==> src/mshs_pkg.sv <==
package mshs_pkg;

    localparam int NumSub     = 4;
    localparam int NumBkt     = 16;
    localparam int NumSlot    = 2;
    localparam int SubW       = $clog2(NumSub);
    localparam int PosW       = $clog2(NumBkt);
    localparam int SlotW      = (NumSlot > 1) ? $clog2(NumSlot) : 1;
    localparam int FillW      = $clog2(NumSlot + 1);
    localparam int BktW       = SubW + PosW;
    localparam int KeyAddrW   = BktW + SlotW;
    localparam int KeyDepth   = 1 << KeyAddrW;

    localparam logic [31:0] SeedReset = 32'd42;

    typedef enum logic [1:0] {
        CMD_INSERT = 2'd0,
        CMD_LOOKUP = 2'd1,
        CMD_DELETE = 2'd2,
        CMD_NONE   = 2'd3
    } t_cmd;

    typedef enum logic [1:0] {
        ST_DONE    = 2'd0,
        ST_FULL    = 2'd1,
        ST_MISSING = 2'd2
    } t_status;

    // hash step selector for the shared multiplier
    typedef enum logic [2:0] {
        HS_K1 = 3'd0,
        HS_K2 = 3'd1,
        HS_H5 = 3'd2,
        HS_M1 = 3'd3,
        HS_M2 = 3'd4
    } t_hstep;

endpackage

==> src/mshs_hash.sv <==
module mshs_hash (
    input  logic        i_clk,
    input  logic        i_rst_n,
    input  logic        i_start,
    input  logic [31:0] i_key,
    input  logic [31:0] i_seed,
    output logic        o_done,
    output logic [31:0] o_hash
);
    import mshs_pkg::*;

    logic   r_busy, n_busy;
    t_hstep r_step, n_step;
    logic [31:0] r_k, n_k;
    logic [31:0] r_h, n_h;
    logic [31:0] r_seed, n_seed;
    logic        r_done, n_done;
    logic [31:0] mul_a, mul_b, mul_p, h1;

    // one shared 32x32 multiplier, low half kept
    assign mul_p = mul_a * mul_b;

    always_comb begin
        h1 = r_seed ^ r_k;
        mul_a = r_k;
        mul_b = 32'hcc9e2d51;
        unique case (r_step)
            HS_K1: begin mul_a = r_k; mul_b = 32'hcc9e2d51; end
            HS_K2: begin mul_a = {r_k[16:0], r_k[31:17]}; mul_b = 32'h1b873593; end
            HS_H5: begin mul_a = {h1[18:0], h1[31:19]}; mul_b = 32'd5; end
            HS_M1: begin mul_a = r_h ^ {16'd0, r_h[31:16]}; mul_b = 32'h85ebca6b; end
            HS_M2: begin mul_a = r_h ^ {13'd0, r_h[31:13]}; mul_b = 32'hc2b2ae35; end
            default: begin mul_a = r_k; mul_b = 32'hcc9e2d51; end
        endcase
    end

    // step sequencer
    always_comb begin
        n_busy = r_busy;
        n_step = r_step;
        n_k    = r_k;
        n_h    = r_h;
        n_seed = r_seed;
        n_done = 1'b0;
        if (i_start && !r_busy) begin
            n_busy = 1'b1;
            n_step = HS_K1;
            n_k    = i_key;
            n_seed = i_seed;
        end else if (r_busy) begin
            unique case (r_step)
                HS_K1: begin n_k = mul_p; n_step = HS_K2; end
                HS_K2: begin n_k = mul_p; n_step = HS_H5; end
                HS_H5: begin
                    n_h = (mul_p + 32'he6546b64) ^ 32'd4;
                    n_step = HS_M1;
                end
                HS_M1: begin n_h = mul_p; n_step = HS_M2; end
                HS_M2: begin
                    n_h = mul_p ^ {16'd0, mul_p[31:16]};
                    n_busy = 1'b0;
                    n_done = 1'b1;
                end
                default: n_busy = 1'b0;
            endcase
        end
    end

    always_ff @(posedge i_clk) begin
        if (!i_rst_n) begin
            r_busy <= 1'b0;
            r_step <= HS_K1;
            r_done <= 1'b0;
        end else begin
            r_busy <= n_busy;
            r_step <= n_step;
            r_done <= n_done;
        end
        r_k    <= n_k;
        r_h    <= n_h;
        r_seed <= n_seed;
    end

    assign o_done = r_done;
    assign o_hash = r_h;
endmodule

==> config.mk <==
export PLATFORM = sky130hd
export DESIGN_NAME = mshs_hash
export DESIGN_NICKNAME = d
export VERILOG_FILES = /design/src/mshs_pkg.sv /design/src/mshs_hash.sv
export SDC_FILE = /design/constraint.sdc
export NUM_CORES = 1
export LEC_CHECK = 0
export ABC_AREA = 1
export BUFFER_PORTS_ARGS = -buffer_cell sky130_fd_sc_hd__buf_2
export CAP_MARGIN = 25
export CORE_ASPECT_RATIO = 2
export CORE_MARGIN = 1.5
export CORE_UTILIZATION = 50
export CTS_CLUSTER_SIZE = 40
export DETAILED_ROUTE_END_ITERATION = 8
export PLACE_DENSITY_LB_ADDON = 0.15
export REMOVE_ABC_BUFFERS = 1
export SLEW_MARGIN = 10
export SYNTH_ARGS = -nofsm -noshare
export SYNTH_HDL_FRONTEND = slang
export SYNTH_SLANG_ARGS = --single-unit
==> constraint.sdc <==
create_clock -name i_clk -period 12 [get_ports i_clk]
set_input_delay 1.8 -clock i_clk [delete_from_list [all_inputs] [get_ports i_clk]]
set_output_delay 1.8 -clock i_clk [all_outputs]
set_load 0.02 [all_outputs]
==> qor.yml, run 1 <==
outcome:
  status: "stopped before the end"
  flow.stopped_at: "global routing"
  stop_error: "[ERROR GRT-0116] Global routing finished with congestion. Check the congestion regions in the DRC Viewer."
clock_network:
  numCtsBuffers: 9
  htree_num_levels: 3
  post_cts_resized: 0
  clkSinkCount: 101
  clk_path_buf_depth: 2
  post_cts_buffers: 0
  cts.root.buffer_cell: "clkbuf_16"
  hold_buffers: 0
synthesis:
  synth.area.top_cells: "fa_1 37%, edfxtp_1 14%, inv_1 13%, nand2_1 10%, ha_1 8.4%"
  yosys_warnings: 0
  ys_seq_area_share_pct: 14.1
  avgSynthCellArea_um2: 7.94
  synth.cell_area_mm2: 0.0211
  yosysMostFrequentCell: "inv_1"
  ys_types: 41
  async_flop_share_pct: 0
  yosys.area.top_type: "fa_1"
  synth_edf_count: 96
  postSynthCellCount: 2659
  synth_top_area_share_pct: 36.9
  ys_ff_latch: 101
  synth_ff_type: "edfxtp_1"
  synthTopCellsByCount: "730 x inv_1, 574 x nand2_1, 389 x fa_1, 274 x nor2_1, 141 x ha_1"
die:
  die_x_um: 148
  die_h_um: 294
  rows: 106
  start_util_pct: 50.5
  design.portCount: 100
place:
  hpwlAfterDp_mm: 86.8
  port_buffers: 99
  place.gp.congestion: 1.19
global_route:
  grt.total_usage_pct: 53.1
  grt_pass1_wl_mm: 158
  overflow: 19
  grt_max_degree: 79
  grt_pass1_vias: 21400
-- routing by layer --
layer / track usage (%) / GRT overflow
met5: 1.28 / 0
met1: 53.9 / 0
met4: 53.1 / 6
met2: 80.7 / 10
met3: 21.0 / 3
-- stage by stage --
step,std cells,cell area (um2),setup WS (ns)
2_1_floorplan,2610,20900,2.86
3_3_place_gp,3280,22300,1.06
3_5_place_dp,3281,22400,1.07
4_1_cts,3297,22700,1.01
-- logic make-up after synthesis --
family / synth area share, %
and+or+nand+nor: 19.0
buffers and inverters: 14.1
adders and majority gates: 45.2
AOI/OAI and AO/OA: 4.68
DFF: 14.1
xor gates and xnor gates: 2.82
==> run 2: changes to the inputs <==
Settings changed: CORE_ASPECT_RATIO 2 to not set, CORE_UTILIZATION 50 to 35, CTS_CLUSTER_SIZE 40 to not set.
==> qor.yml, run 2 <==
outcome:
  status: "completed"
critical_path:
  critPathKind: "register to register"
  crit_top_cell: "fa_1"
  worstPathMaxFanout: 18
  reg2reg_depth: 34
  cp.arrival_ns: 11.23
  timing.rr.start: "r_step[1]"
  reg2reg_slack_ns: 0.91
  rr_endpoint: "o_hash[31]"
  cp-start-kind: "register"
  crit_path_end: "o_hash[31]"
  worstPathRequired_ns: 12.14
  cp-startpoint: "r_step[1]"
  cp_slowest_cell: "nor2_1"
  cpPeakStageDelay_ns: 0.73
  cp-end-kind: "register"
synthesis:
  synth.area.top_cells: "fa_1 37%, edfxtp_1 14%, inv_1 13%, nand2_1 10%, ha_1 8.4%"
  ys_types: 41  # unchanged
  synth_ff_type: "edfxtp_1"
  synth_top_area_share_pct: 36.9  # unchanged
  async_flop_share_pct: 0  # unchanged
  synthTopCellsByCount: "730 x inv_1, 574 x nand2_1, 389 x fa_1, 274 x nor2_1, 141 x ha_1"
  synth-simple-area-share_pct: 19.0  # unchanged
  yosysMostFrequentCell: "inv_1"
  synth_top_family_by_area: "adder cells"
  muxShareOfSynthArea_pct: 0  # unchanged
  synth_fa_ha_area_share_pct: 45.2  # unchanged
  ys_seq_area_share_pct: 14.1  # unchanged
  synth_xor_area_share_pct: 2.82  # unchanged
  postSynthCellCount: 2659  # unchanged
  ys_ff_latch: 101  # unchanged
  yosys_warnings: 0  # unchanged
  avgSynthCellArea_um2: 7.94  # unchanged
  yosys.area.top_type: "fa_1"
  synth.cell_area_mm2: 0.0211  # unchanged
  synth_edf_count: 96  # unchanged
  synth_compound_area_share_pct: 4.68  # unchanged
die:
  rows: 89  # -16%
  die-area_mm2: 0.0618
  core_mm2: 0.0594
  die_x_um: 249  # +68%
  start_util_pct: 35.6  # -15 points
  die_h_um: 249  # -15%
  design.portCount: 100  # unchanged
finish:
  drive_above_1_share_pct: 6.16
  final_cell_mix: "730 x inv_1, 574 x nand2_1, 389 x fa_1, 274 x nor2_1, 141 x ha_1"
  fin_util_pct: 38.7
  syn_to_final_growth_pct: 8.76
  final_common_cell: "inv_1"
  final_cell_area_mm2: 0.0230
  fin_nets: 3351
clock_network:
  clk_pin_slew_ns: 0.09
  clk_latency_ns: 0.39
  post_cts_buffers: 0  # unchanged
  cts.root.buffer_cell: "clkbuf_16"
  numCtsBuffers: 9  # unchanged
  htree_num_levels: 3  # unchanged
  clkSinkCount: 101  # unchanged
  clk_path_buf_depth: 2  # unchanged
  cts_tree: "built"
  hold_buffers: 0  # unchanged
  post_cts_resized: 0  # unchanged
timing:
  slew_headroom_pct: 28.8
  tightest_slew_ns: 1.06
  fin_worst_skew_ns: 0.0122
  finalHoldViolations: 0
  rsz0062_at_grt: "no"
  finalCritPeriodShare_pct: 92.5
  maxSlewViolCount: 0
  fin_setup_tns_ns: 0
  holdWs_ns: 0.546
  timing.final.crit_period_ns: 11.09
  setup_viol: 0
  max_freq_ghz: 0.0901
place:
  place.gp.congestion: 1.06  # -11%
  hpwlAfterDp_mm: 83.0  # -4.4%
  port_buffers: 99  # unchanged
  post_dp_cell_area_mm2: 0.0226  # +1.3%
global_route:
  antenna_found_initial: 1
  grt_max_degree: 80
  overflow: 0
  grt_pass1_vias: 19100
  grt_pass1_wl_mm: 136
  grt.total_usage_pct: 31.2
worst_hold_path:
  hp-class: "register to register"
  hold-path-cell-count: 2
route:
  drt-pass1-iter-count: 5
  ant_nets: 0
  wirelength_mm: 95.2
  wl_per_cell_um: 26.9
  viasPerCell: 5.19
  drtIter0Drc: 2024
  dr_total_vias: 18400
  drc: 0
flow_run:
  max_cap_violations: 0
[run 2: cell counts after synthesis]
Identical to the previous run, type by type.
[run 2: how the worst min path moves through the flow]
stage | start | endpoint | slack [ns]
after floorplan | r_step[0] | r_step[0] | 0.48
after global placement | r_step[0] | r_step[0] | 0.50
after detailed placement | r_step[0] | r_step[0] | 0.52
after CTS | r_step[0] | r_step[0] | 0.53
after global routing | r_step[0] | r_step[0] | 0.57
final | r_step[0] | r_step[0] | 0.55
[run 2: logic make-up (layout without fill, tap and decap cells)]
logic type | after synthesis | in the layout
compound gates | 176 | 176
fa+ha+maj | 530 | 530
flops | 101 | 101
buf+inv | 786 | 886
other cells | 0 | 1
xor+xnor | 68 | 68
simple gates | 998 | 998
[run 2: metrics by stage]
step                      std cells  setup slack (ns)
after floorplan                2610              2.86
after global placement         3514              1.04
after detailed placement       3516              1.11
after CTS                      3532              1.08
after global routing           3532             0.499
final                          3533             0.906
[run 2: layer usage]
layer / vias to the layer above / wire, um / global-route usage (%)
li1: 8024 / - / -
met1: 9203 / 40700 / 43.6
met2: 975 / 42500 / 49.4
met3: 151 / 7970 / 4.09
met4: 0 / 3980 / 11.5
met5: - / 0 / 0
[run 2: layout make-up]
| class | count | area, um2 |
|---|---|---|
| antenna | 1 | 2.50 |
| clock buffer | 9 | 225 |
| clock inverter | 7 | 93.8 |
| fill | 6271 | 36400 |
| inverter | 737 | 2770 |
| multi-input combinational | 1772 | 15200 |
| sequential | 101 | 2980 |
| tap | 773 | 967 |
| timing repair buffer | 133 | 758 |
[run 2: worst max-delay path, delay by kind of cell, from the launching register on]
| family | cells | cell delay [ns] |
|---|---|---|
| fa+ha+maj | 9 | 4.22 |
| xor+xnor | 2 | 0.56 |
| simple gates | 12 | 2.96 |
| buf+inv | 7 | 1.49 |
| compound gates | 4 | 1.08 |
| flops | 1 | 0.50 |
Power of run 2 is not shown: default switching activity piles up to over one toggle a cycle in this logic, so the estimate is an artifact.
==> run 3: changes to the inputs <==
Settings changed: ABC_AREA 1 to not set, GPL_ROUTABILITY_DRIVEN set to 1, SLEW_MARGIN 10 to not set.
==> qor.yml, run 3 <==
outcome:
  status: "completed"
route:
  viasPerCell: 5.35  # +3.0%
  ant_nets: 0  # unchanged
  drtIter0Drc: 1899  # -6.2%
  wl_per_cell_um: 30.2  # +12%
  wirelength_mm: 92.4  # -2.9%
  drt-pass1-iter-count: 7  # +2
  dr_total_vias: 16300  # -11%
  drc: 0  # unchanged
global_route:
  grt_pass1_vias: 17000  # -11%
  antenna_found_initial: 0  # -1
  grt.total_usage_pct: 31.4  # +0.17 points
  grt_max_degree: 70  # -13%
  overflow: 0  # unchanged
  grt_pass1_wl_mm: 130  # -4.6%
clock_network:
  clk_pin_slew_ns: 0.09  # about the same
  post_cts_buffers: 0  # unchanged
  post_cts_resized: 0  # unchanged
  clk_path_buf_depth: 2  # unchanged
  numCtsBuffers: 9  # unchanged
  cts.root.buffer_cell: "clkbuf_16"
  hold_buffers: 0  # unchanged
  clk_latency_ns: 0.39  # about the same
  cts_tree: "built"
  clkSinkCount: 101  # unchanged
  htree_num_levels: 3  # unchanged
critical_path:
  cpPeakStageDelay_ns: 0.87  # +0.14 ns
  crit_top_cell: "fa_1"
  cp_slowest_cell: "a21boi_0"
  critPathKind: "register to register"
  cp-start-kind: "register"
  worstPathRequired_ns: 12.13  # about the same
  cp-end-kind: "register"
  worstPathMaxFanout: 16  # -2
  cp.arrival_ns: 10.98  # -0.25 ns
die:
  die_x_um: 245  # -1.4%
  design.portCount: 100  # unchanged
  core_mm2: 0.0578  # -2.6%
  start_util_pct: 35.5  # -0.048 points
  rows: 88  # -1.1%
  die_h_um: 245  # -1.4%
  die-area_mm2: 0.0601  # -2.7%
timing:
  max_freq_ghz: 0.0922  # +2.2%
  rsz0062_at_grt: "no"
  fin_worst_skew_ns: 0.0200  # +0.00772 ns
  finalCritPeriodShare_pct: 90.4  # -2.0 points
  maxSlewViolCount: 0  # unchanged
  finalHoldViolations: 0  # unchanged
  setup_viol: 0  # unchanged
  fin_setup_tns_ns: 0  # unchanged
  slew_headroom_pct: 27.8  # -1.0 points
  timing.final.crit_period_ns: 10.85  # -0.244 ns
  tightest_slew_ns: 1.08  # +0.0266 ns
flow_run:
  max_cap_violations: 0  # unchanged
worst_hold_path:
  hp-class: "register to register"
finish:
  syn_to_final_growth_pct: 8.76  # about the same
  final_cell_mix: "517 x inv_1, 389 x fa_1, 260 x nand2_1, 144 x nor2_1, 141 x ha_1"
  final_common_cell: "inv_1"
  drive_above_1_share_pct: 8.39  # +2.2 points
  fin_nets: 2881  # -14%
place:
  hpwlAfterDp_mm: 79.8  # -3.9%
  port_buffers: 99  # unchanged
  place.gp.congestion: 1.02  # -3.7%
synthesis:
  synth_edf_count: 96  # unchanged
  yosys.area.top_type: "fa_1"
  postSynthCellCount: 2208  # -17%
  synth.cell_area_mm2: 0.0205  # -2.7%
  synth_top_area_share_pct: 37.9  # +1.0 points
  ys_ff_latch: 101  # unchanged
  avgSynthCellArea_um2: 9.30  # +17%
  ys_seq_area_share_pct: 14.5  # +0.40 points
  synth_ff_type: "edfxtp_1"
  ys_types: 88  # +110%
  async_flop_share_pct: 0  # unchanged
  synth.area.top_cells: "fa_1 38%, edfxtp_1 14%, inv_1 9.5%, ha_1 8.6%, nand2_1 4.8%"
  yosys_warnings: 0  # unchanged
  synthTopCellsByCount: "518 x inv_1, 389 x fa_1, 260 x nand2_1, 144 x nor2_1, 141 x ha_1"
  yosysMostFrequentCell: "inv_1"
[run 3: changes by cell type in the layout (fill, tap and decap cells not counted), sizes merged, moves of 12 or more]
cell,previous run,this run
a21o,3,15
xnor2,20,103
and2,0,26
a21oi,59,72
o21a,2,17
buf,133,146
inv,734,525
nand2b,0,15
nand2,575,261
nor2,275,144
nand3,95,17
nand4,17,4
[run 3: area by class of cell]
cell class	count	area [um2]
clock buffers	9	225
fillers	5978	35500
well taps	765	957
repair buffers	146	856
flip-flops and latches	101	2980
diodes	1	2.50
clock inverters	7	81.3
multi-input cells	1506	15300
inverters	520	1950
[run 3: cells by family (layout without fill, tap and decap cells)]
group,count (synthesis),count (layout),share of synthesized area [%]
buffers and inverters,601,682,11.2
other,0,1,0
AO/OA/AOI/OAI,281,281,9.19
flip-flops,101,101,14.5
multiplexers,9,9,0.500
XOR/XNOR,159,159,6.88
adder cells (fa/ha/maj),531,531,46.6
AND/OR/NAND/NOR,526,526,11.1
[run 3: per-layer routing]
| layer | GRT usage, % | share of wire, % |
|---|---|---|
| met5 | 0 | 0 |
| met4 | 10.9 | 4.4 |
| met3 | 4.95 | 8.6 |
| met2 | 48.1 | 44 |
| met1 | 44.7 | 43 |
[run 3: worst max-delay path: cells and delay by family (launching register included)]
family / cells / cell delay (ns)
xor+xnor: 3 / 0.64
flops: 1 / 0.56
fa+ha+maj: 9 / 4.02
compound gates: 9 / 2.97
simple gates: 6 / 1.75
buf+inv: 6 / 0.64
[run 3: worst paths after layout]
check / depth (start not counted) / end / slack [ns] / startpoint
setup / recovery: 33 / o_hash[15] / 1.15 / r_step[1]
hold reg to reg: 1 / o_done / 0.61 / r_busy
hold / removal: 1 / o_done / 0.61 / r_busy
setup reg to reg: 33 / o_hash[15] / 1.15 / r_step[1]
[run 3: through the flow]
stage               utilization [%]  instance area, um2  cells  hold WS, ns  setup WS [ns]
finish                         38.6               22300   3055        0.613           1.15
global route                   38.6               22300   3054        0.639          0.719
CTS                            38.6               22300   3054        0.603           1.31
detailed placement             38.1               22000   3038        0.596           1.40
global placement               38.1               22000   3035        0.602          0.876
floorplan                         -               20200   2127        0.524           1.25
Power of run 3 is left out for the same reason.
==> run 4: changes to the inputs <==
Settings changed: ABC_AREA set to 1, CELL_PAD_IN_SITES_DETAIL_PLACEMENT set to 1, CELL_PAD_IN_SITES_GLOBAL_PLACEMENT set to 2.
==> qor.yml, run 4 (synthesis results as in run 2) <==
global_route:
  grt_max_degree: 66  # -5.7%
  grt_use_met1_pct: 44.6  # -0.11 points
  antenna_found_initial: 0  # unchanged
  grt_pass1_vias: 19800  # +16%
  grt_use_met2_pct: 54.7  # +6.6 points
  overflow: 0  # unchanged
  grt.total_usage_pct: 33.1  # +1.7 points
  top_usage_layer: "met2"
  grt_use_met3_pct: 3.30  # -1.7 points
  grt_pass1_wl_mm: 143  # +10%
place:
  place.gp.congestion: 1.05  # +3.7%
  hpwlAfterDp_mm: 90.0  # +13%
  port_buffers: 99  # unchanged
clock_network:
  htree_num_levels: 3  # unchanged
  numCtsBuffers: 9  # unchanged
  cts_tree: "built"
  clk_latency_ns: 0.39  # about the same
  hold_buffers: 0  # unchanged
  cts.root.buffer_cell: "clkbuf_16"
  clk_path_buf_depth: 2  # unchanged
  post_cts_buffers: 0  # unchanged
  clk_pin_slew_ns: 0.09  # about the same
  clkSinkCount: 101  # unchanged
  post_cts_resized: 0  # unchanged
timing:
  rsz0062_at_grt: "no"
  fin_worst_skew_ns: 0.0219  # +0.00192 ns
  slew_headroom_pct: 23.7  # -4.1 points
  setup_viol: 0  # unchanged
  fin_setup_tns_ns: 0  # unchanged
  finalHoldViolations: 0  # unchanged
  maxSlewViolCount: 0  # unchanged
  finalCritPeriodShare_pct: 91.1  # +0.67 points
  max_freq_ghz: 0.0915  # -0.73%
  tightest_slew_ns: 1.14  # +0.0573 ns
  timing.final.crit_period_ns: 10.93  # +0.0803 ns
die:
  core_mm2: 0.0594  # +2.7%
  die_x_um: 249  # +1.4%
  die-area_mm2: 0.0618  # +2.8%
  die_h_um: 249  # +1.4%
  design.portCount: 100  # unchanged
  start_util_pct: 35.6  # +0.048 points
  rows: 89  # +1.1%
finish:
  fin_util_pct: 38.8  # +0.15 points
  final_common_cell: "inv_1"
  syn_to_final_growth_pct: 9.04
  nFillCells: 7306  # +22%
  final_cell_mix: "730 x inv_1, 574 x nand2_1, 389 x fa_1, 274 x nor2_1, 141 x ha_1"
  drive_above_1_share_pct: 6.60  # -1.8 points
  fin_nets: 3364  # +17%
  num_antenna_cells: 0  # -1
critical_path:
  timing.rr.start: "r_step[1]"
  crit_top_cell: "nand2_1"
  reg2reg_depth: 41  # +24%
  reg2reg_slack_ns: 1.07  # -0.08 ns
  cp-start-kind: "register"
  worstPathRequired_ns: 12.14  # about the same
  cp-end-kind: "register"
  crit_path_end: "o_hash[30]"
  cp.arrival_ns: 11.07  # +0.09 ns
  critPathKind: "register to register"
  cp-startpoint: "r_step[1]"
  cp_slowest_cell: "nor2_1"
  worstPathMaxFanout: 23  # +7
  rr_endpoint: "o_hash[30]"
  cpPeakStageDelay_ns: 0.86  # about the same
outcome:
  status: "completed"
route:
  drtIter0Drc: 1489  # -22%
  wirelength_mm: 101  # +8.8%
  wl_per_cell_um: 28.4  # -6.2%
  drt-pass1-iter-count: 5  # -2
  drc: 0  # unchanged
  viasPerCell: 5.14  # -4.0%
  ant_nets: 0  # unchanged
  dr_total_vias: 18200  # +11%
worst_hold_path:
  hp-class: "register to register"
flow_run:
  max_cap_violations: 0  # unchanged
[run 4: cell count changes in the layout (fill, tap and decap cells not counted), sizes merged, moves of 11 or more]
cell / change
nand2: +314
inv: +211
nor2: +131
xnor2: -83
nand3: +78
and2: -26
nand2b: -15
o21a: -15
a21oi: -13
nand4: +13
a21o: -12
a22oi: -11
nor2b: -11
[run 4: how the worst min path moves through the flow]
stage | to | slack (ns) | start | cells past startpoint
floorplan | r_step[0] | 0.48 | r_step[0] | 2
CTS | r_step[0] | 0.55 | r_step[0] | 2
finish | r_step[0] | 0.55 | r_step[0] | 2
detailed placement | r_step[0] | 0.54 | r_step[0] | 2
global route | r_step[0] | 0.58 | r_step[0] | 2
global placement | r_step[0] | 0.50 | r_step[0] | 2
[run 4: cell type report]
class	instances	area (um2)	area share (%)
multi-input cells	1772	15200	65.9
flip-flops and latches	101	2980	13.0
inverters	737	2770	12.0
well taps	773	967	4.20
repair buffers	146	848	3.68
clock buffers	9	225	0.978
clock inverters	7	63.8	0.277
[run 4: critical path: cells and delay by family, from the launching register on]
family	cells	cell delay, ns
AND/OR/NAND/NOR	20	3.97
flip-flops	1	0.51
buffers and inverters	10	1.35
AO/OA/AOI/OAI	1	0.08
XOR/XNOR	1	0.57
adder cells (fa/ha/maj)	9	4.13
[run 4: per-stage QoR]
step	setup WS (ns)	hold WS (ns)	cells	instance area, um2
after floorplan	2.86	0.481	2610	20900
after global placement	1.21	0.502	3529	22700
after detailed placement	1.16	0.536	3529	22700
after CTS	1.09	0.551	3545	23000
after global routing	0.414	0.584	3545	23000
final	1.07	0.553	3545	23000
[run 4: layer usage]
metal	up-vias	wire length [um]
li1	8050	-
met1	9424	43200
met2	599	47500
met3	145	5450
met4	0	4320
met5	-	0
Power of run 4 is left out for the same reason.
